<file path="config.mk">
export PLATFORM = sky130hd
export DESIGN_NAME = toht_ram
export DESIGN_NICKNAME = d
export VERILOG_FILES = /design/src/design/toht_ram.sv
export SDC_FILE = /design/constraint.sdc
export NUM_CORES = 1
export LEC_CHECK = 0
export BUFFER_PORTS_ARGS = -buffer_cell sky130_fd_sc_hd__buf_4
export CAP_MARGIN = 5
export CORE_MARGIN = 4
export CORE_UTILIZATION = 42
export CTS_CLUSTER_SIZE = 28
export DETAILED_ROUTE_END_ITERATION = 10
export GPL_ROUTABILITY_DRIVEN = 0
export PLACE_DENSITY = 0.61
export SYNTH_ARGS = -nofsm -noshare
export SYNTH_HDL_FRONTEND = slang
export SYNTH_SLANG_ARGS = --single-unit
</file>
<file path="constraint.sdc">
create_clock -name i_clk -period 1.6 [get_ports i_clk]
set_input_delay 0.08 -clock i_clk [delete_from_list [all_inputs] [get_ports i_clk]]
set_output_delay 0.08 -clock i_clk [all_outputs]
set_load 0.05 [all_outputs]
</file>
<file path="src/design/toht_ram.sv">
// ----------------------------------------------------------------------------
// Generic single-write, single-read RAM
// One write port and one read port with a registered read.
// ----------------------------------------------------------------------------
module toht_ram #(
    parameter int WIDTH = 8,
    parameter int DEPTH = 16
) (
    input  logic                     i_clk,
    input  logic                     i_we,
    input  logic [$clog2(DEPTH)-1:0] i_waddr,
    input  logic [WIDTH-1:0]         i_wdata,
    input  logic                     i_re,
    input  logic [$clog2(DEPTH)-1:0] i_raddr,
    output logic [WIDTH-1:0]         o_rdata
);

    logic [WIDTH-1:0] r_mem [DEPTH];
    logic [WIDTH-1:0] r_rdata;

    always_ff @(posedge i_clk) begin
        if (i_we) begin
            r_mem[i_waddr] <= i_wdata;
        end
        if (i_re) begin
            r_rdata <= r_mem[i_raddr];
        end
    end

    assign o_rdata = r_rdata;

endmodule

</file>
==> results by group, run 1 <==
Die
  – Core Region: 12,100 um2
  – Starting Density: a little over two fifths
  – Full die area: ~14,000 um2
  – Overall die height: roughly 120 um
  – Die span in x: between 100 and 150 um
  – Row count: 40
  – I/O pin cnt: 27

Drt
  – Routed Wire Length: between 10,000 and 15,000 um
  – Wire per inst: 20.9 um
  – Routed vias: 2,503
  – DRC Markers: 0
  – Drt initial violations: approximately 280
  – Vias per Instance: ~5.2
  – Drt pass-1 iters: 4
  – Detail Route Antenna Nets: 0

Clocking
  – Clk Latency, worst-skew pair: 0.40 ns
  – Htree depth: 4
  – Root buffer cell: clkbuf_16
  – Clock Path Buffers: 2
  – Clk slew on worst S/H paths: approximately 0.060 ns
  – Clock sink total: about 140
  – CTS Buf Count: 17
  – CTS tree: built
  – Setup bufs post-CTS: 0

Power and ir drop
  – Power share of the clock group: about 46%
  – Sw Ratio: between 20% and 30%
  – Worst VDD drop: 0.659 mV
  – Sequential share of power: 48.6%
  – Total power: just over 0.008 W
  – Pwr Density: between 1000 and 1500 nW/um2
  – Combinational Power Share: under 10%
  – Leakage: approximately 2.2 nW
  – Switching pwr: roughly 0.0017 W
  – Internal power: roughly 0.0066 W

Min path
  – Hold Path End: r_mem[7][2]
  – HP Start: i_wdata[2]
  – Hold WC Path Type: in2reg
  – Worst Hold Depth: 1

Worst setup path
  – Crit Reg-Reg Endpoint: o_rdata[0]
  – Crit start category: register
  – Data arrival, critical path: approximately 1.7 ns
  – R2R Path Start: r_mem[5][0]
  – Worst path required time: approximately 1.7 ns
  – Endpoint class of the critical path: register
  – Slowest CP cell: mux4_1
  – Crit path max fanout: 1
  – Crit Path Class: reg2reg
  – Delay-heaviest family, CP: multiplexers
  – Max incr delay on CP: between 0.5 and 0.6 ns
  – R2R cell count: 3
  – Critical Path, Cell by Cell: mux4_1 -> a22oi_1 -> nand2_1
  – Buf/Inv on CP: 0
  – R2R setup slack: 0.05 ns

Synthesis
  – Mapped Cells: between 200 and 250
  – Sequential area share after synthesis: about four fifths
  – Syn nets: about 250
  – Largest family of logic cells by synthesized area: multiplexers
  – Mapped cell area: 5230 um2
  – Synth cell types: 18
  – Yosys reg bits: 136
  – Ys Warns: 0
  – Simple-gate share of the synthesized area: under 10%
  – Xor and xnor area share after synthesis: 0%
  – Post-Synth Adder-Cell Area: 0%
  – Mux share of post-synthesis cell area: ~15%
  – Mean Syn Cell Area: approximately 23 um2
  – Compound-cell area share of the yosys netlist: roughly 2.3%

Global route
  – Vias in the first global route: approximately 2,700
  – Total gr overflow: 0
  – First-pass GRT wire length: between 15,000 and 20,000 um
  – Largest net degree at the start of global routing: 19
  – Antenna violations before repair: 0
  – All-layer global routing usage: about 15%

STA
  – Max Transition Viols Final: 0
  – Fin crit period: between 1.5 and 2 ns
  – Slew Limit Headroom: approximately three quarters
  – Setup violations, final: 0
  – RSZ-0062 raised after global routing: no
  – Post-route worst setup slack: around 0.050 ns
  – Worst Max-Slew Pin Slew: between 0.3 and 0.4 ns
  – Hold_ws: ~0.0063 ns
  – Final hold viol count: 0
  – Maximum clock rate: 645 MHz
  – Setup Skew: roughly 0.0042 ns
  – Fin crit share: between 90% and 100%

Placement
  – Pre-CTS setup slack: -0.0754 ns
  – Hpwl dp: roughly 6700 um
  – Port Buffer Count: 26

Layout
  – Syn-to-layout area delta: 24.1%
  – Layout cells sized above 1: about a third
  – Final net count: between 300 and 400
  – Fin util: 53.5%
  – Antenna fix cells: 0

Job
  – Max Cap Violations: 0

Outcome
  – Status: finished clean
[cell families after synthesis]
family,after synthesis
flops,136
simple gates,35
mux,32
compound gates,16
buf+inv,10
[layout make-up]
cell class / instances / area, um2
Clock buffer: 17 / 425
Clock inverter: 15 / 160
Fill cell: 982 / 5630
Multi-Input combinational cell: 83 / 1060
Sequential cell: 136 / 4080
Tap cell: 168 / 210
Timing Repair Buffer: 63 / 543
[how the worst max path moves through the flow]
| stage | cells after the start | startpoint | to |
|---|---|---|---|
| after CTS | 3 | r_mem[1][1] | o_rdata[1] |
| final | 3 | r_mem[5][0] | o_rdata[0] |
| after global placement | 5 | i_raddr[0] | o_rdata[1] |
| after detailed placement | 5 | i_raddr[0] | o_rdata[1] |
| after floorplan | 2 | i_waddr[2] | r_mem[0][0] |
| after global routing | 3 | r_mem[0][0] | o_rdata[0] |
[what timing repair did]
| action | in CTS | in global routing |
|---|---|---|
| resized for setup | 0 | 1 |
| endpoints found under the setup margin | 0 | 1 |
| hold endpoints to repair | 108 | 0 |
| hold buffers | 8 | 0 |
[registers in the layout (all words and copies together) (netlist names)]
name / count
r_mem: 128
o_rdata: 8
[cells in the mapped netlist]
cell type	count	share of area, %
edfxtp_1	136	78
mux4_2	18	7.8
a22oi_1	16	2.3
mux4_1	14	7.0
nor2_1	13	0.93
nand2_1	9	0.65
nor3_1	4	0.38
buf_2	3	0.29
buf_6	3	0.65
clkdlybuf4s25_2	3	0.57
nand2b_1	2	0.24
nand3b_1	2	0.29
and2_1	1	0.12
and2b_1	1	0.14
buf_4	1	0.14
nand3_1	1	0.096
nor2b_1	1	0.12
or3b_2	1	0.17
[layer usage]
metal  track usage, %  wire length, um  vias up
li1                 -                -     1129
met5                0                0        -
met4             6.01              100        0
met3             3.96              444        8
met1             20.3             4430     1305
met2             24.4             5090       61
[power by group through the flow]
stage / clock (W) / combinational, W / sequential [W]
5_1_grt: 0.00404 / 0.000524 / 0.00404
3_3_place_gp: 0 / 0.000471 / 0.00411
6_report: 0.00379 / 0.000487 / 0.00404
4_1_cts: 0.00386 / 0.000494 / 0.00404
2_1_floorplan: 0 / 0.000203 / 0.00417
3_5_place_dp: 0 / 0.000477 / 0.00411
[placed cells by master, fill, tap and decap left out, drive strengths merged]
cell         count
nor2b            1
bufinv           3
and2b            1
nand3b           2
nand3            1
or3b             1
mux4            32
clkinvlp         4
nor3             4
dlygate4sd3      8
clkinv           8
and2             1
edfxtp         136
nand2            9
nor2            13
buf             55
clkbuf          17
nand2b           2
a22oi           16
[per-stage QoR]
step	setup TNS (ns)	cells	instance area, um2
global route	0	482	6480
finish	0	482	6480
CTS	0	482	6480
floorplan	0	229	5230
global placement	-0.159	442	5810
detailed placement	-0.121	442	5810
No activity file was read; power rests on OpenSTA's default activity.
==> run 2, diff against run 1 <==
--- a/config.mk
+++ b/config.mk
@@ -13,6 +13,7 @@
 export DETAILED_ROUTE_END_ITERATION = 10
 export GPL_ROUTABILITY_DRIVEN = 0
 export PLACE_DENSITY = 0.61
+export SETUP_SLACK_MARGIN = 0.4
 export SYNTH_ARGS = -nofsm -noshare
 export SYNTH_HDL_FRONTEND = slang
 export SYNTH_SLANG_ARGS = --single-unit
==> results by group, run 2 (synthesis results as in run 1) <==
Power and ir drop
  – Internal power: 0.00633 W (-4.8%)
  – Power share of the clock group: 42.8% (-2.8 points)
  – Sequential share of power: 50.9% (+2.3 points)
  – Leakage: 2.13 nW (-3.5%)
  – Switching pwr: 0.00161 W (-3.4%)
  – Combinational Power Share: 6.4% (+0.5 points)
  – Worst VDD drop: 0.708 mV (+7.4%)
  – Sw Ratio: 20.3% (+0.23 points)
  – Pwr Density: 1230 nW/um2 (-3.8%)

Global route
  – Global routing usage on met2: 23.0% (-1.4 points)
  – Busiest layer in global routing: met2
  – Met3 Use GR: 3.30% (-0.66 points)
  – Antenna violations before repair: 0 (unchanged)
  – Vias in the first global route: 2,565 (-4.1%)
  – First-pass GRT wire length: 15,300 um (-3.1%)
  – M1 GR Usage: 20.6% (+0.31 points)
  – All-layer global routing usage: 14.9% (-0.45 points)
  – Total gr overflow: 0 (unchanged)
  – Largest net degree at the start of global routing: 17 (-2)

Layout
  – Leading cell type in the layout, fill and taps excluded: edfxtp_1
  – Post-Layout Cell Count: 476 (-1.2%)
  – Most flop-heavy register: r_mem
  – Reg area: 4080 um2 (unchanged)
  – Syn-to-layout area delta: 23.1%
  – Area occupied by multi-input gates: 1090 um2 (+2.5%)
  – Antenna fix cells: 0 (unchanged)
  – Layout cells sized above 1: 39.6% (+7.4 points)
  – Final net count: 317 (-0.94%)
  – Commonest cells after routing, fill and taps aside: edfxtp_1, buf_4, mux4_2, clkbuf_16, nor2_1
  – Max reg flops: 128 (unchanged)
  – Fillers: 968 (-1.4%)

Clocking
  – Htree depth: 4 (unchanged)
  – Clk slew on worst S/H paths: 0.06 ns (about the same)
  – Clock sink total: 136 (unchanged)
  – Root buffer cell: clkbuf_16
  – Clk Latency, worst-skew pair: 0.40 ns (about the same)
  – CTS Buf Count: 17 (unchanged)
  – Clock Path Buffers: 2 (unchanged)
  – CTS tree: built

STA
  – RSZ-0062 raised after global routing: yes
  – Final hold viol count: 0 (unchanged)
  – Post-route worst setup slack: 0.202 ns (+0.152 ns)
  – Maximum clock rate: 715 MHz (+11%)
  – Slew Limit Headroom: 61.3% (-12 points)
  – Max Transition Viols Final: 0 (unchanged)
  – Worst Max-Slew Pin Slew: 0.580 ns (+0.182 ns)
  – TNS Setup: 0 ns (unchanged)
  – Fin crit period: 1.40 ns (-0.152 ns)
  – Fin crit share: 87.4% (-9.5 points)
  – Setup violations, final: 0 (unchanged)
  – Setup Skew: 0.00575 ns (+0.00154 ns)

Worst setup path
  – Worst path required time: 1.74 ns (about the same)
  – Endpoint class of the critical path: register
  – Crit start category: register
  – Crit path max fanout: 1 (unchanged)
  – Data arrival, critical path: 1.54 ns (-0.15 ns)
  – Crit Path Class: reg2reg

Min path
  – Hold WC Path Type: in2reg

Die
  – Core Region: 12,100 um2 (unchanged)
  – Die span in x: 120 um (unchanged)
  – Overall die height: 120 um (unchanged)
  – I/O pin cnt: 27 (unchanged)
  – Starting Density: 43.2% (unchanged)
  – Full die area: 14,300 um2 (unchanged)
  – Row count: 40 (unchanged)

Drt
  – Wire per inst: 20.6 um (-1.3%)
  – DRC Markers: 0 (unchanged)
  – Vias per Instance: 5.17 (-0.52%)
  – Detail Route Antenna Nets: 0 (unchanged)
  – Drt pass-1 iters: 4 (unchanged)
  – Routed Wire Length: 9810 um (-2.5%)
  – Routed vias: 2,459 (-1.8%)
  – Drt initial violations: 240 (-15%)

Placement
  – Port Buffer Count: 26 (unchanged)
  – Dpl cells: 438 (-0.90%)
  – Pre-CTS setup slack: -0.0660 ns (+0.00940 ns)
  – Hpwl dp: 6380 um (-5.3%)

Outcome
  – Status: finished clean

Job
  – Max Cap Violations: 0 (unchanged)
-- run 2: metrics by stage --
stage | utilization, % | hold WS, ns | cell area, um2 | total power [W]
2_1_floorplan | - | 0.179 | 5260 | 0.00439
3_3_place_gp | 47.8 | 0.385 | 5790 | 0.00458
3_5_place_dp | 47.8 | 0.389 | 5790 | 0.00459
4_1_cts | 53.2 | 0.158 | 6440 | 0.00801
5_1_grt | 53.1 | 0.174 | 6430 | 0.00822
6_report | 53.1 | 0.168 | 6430 | 0.00794
-- run 2: critical path, cell delays in order, from the launching register on --
cell and delay, ns:
edfxtp_1 0.36, mux4_2 0.47, a22oi_2 0.20, nand2_1 0.10
-- run 2: power groups by stage --
stage / sequential [W] / clock, W / combinational, W
6_report: 0.00404 / 0.00339 / 0.000504
3_3_place_gp: 0.00411 / 0 / 0.000475
2_1_floorplan: 0.00417 / 0 / 0.000223
3_5_place_dp: 0.00411 / 0 / 0.000482
4_1_cts: 0.00404 / 0.00345 / 0.000516
5_1_grt: 0.00404 / 0.00363 / 0.000544
-- run 2: final cells by class --
class / count / area share [%]
tap: 168 / 3.27
timing repair buffer: 60 / 8.32
multi-input combinational: 83 / 16.9
sequential: 136 / 63.5
clock buffer: 19 / 6.73
clock inverter: 10 / 1.30
-- run 2: worst paths after layout --
check	to	startpoint	cells after the start	slack, ns
setup reg to reg	o_rdata[7]	r_mem[10][7]	3	0.20
setup / recovery	o_rdata[7]	r_mem[10][7]	3	0.20
hold / removal	r_mem[0][6]	i_waddr[1]	3	0.17
hold reg to reg	o_rdata[2]	r_mem[7][2]	3	0.76
-- run 2: repair_timing --
action / CTS / global route
gates cloned: 0 / 0
resized for setup: 10 / 1
buffers inserted: 0 / 0
setup endpoints to repair: 8 / 8
hold buffers: 9 / 0
pin swaps: 1 / 0
endpoints found under the hold margin: 136 / 0
-- run 2: per-layer routing --
| layer | share of wire [%] | vias to the layer above | wire [um] |
|---|---|---|---|
| met2 | 50 | 59 | 4870 |
| li1 | - | 1106 | - |
| met1 | 45 | 1279 | 4430 |
| met3 | 3.6 | 15 | 350 |
| met4 | 1.6 | 0 | 158 |
| met5 | 0 | - | 0 |
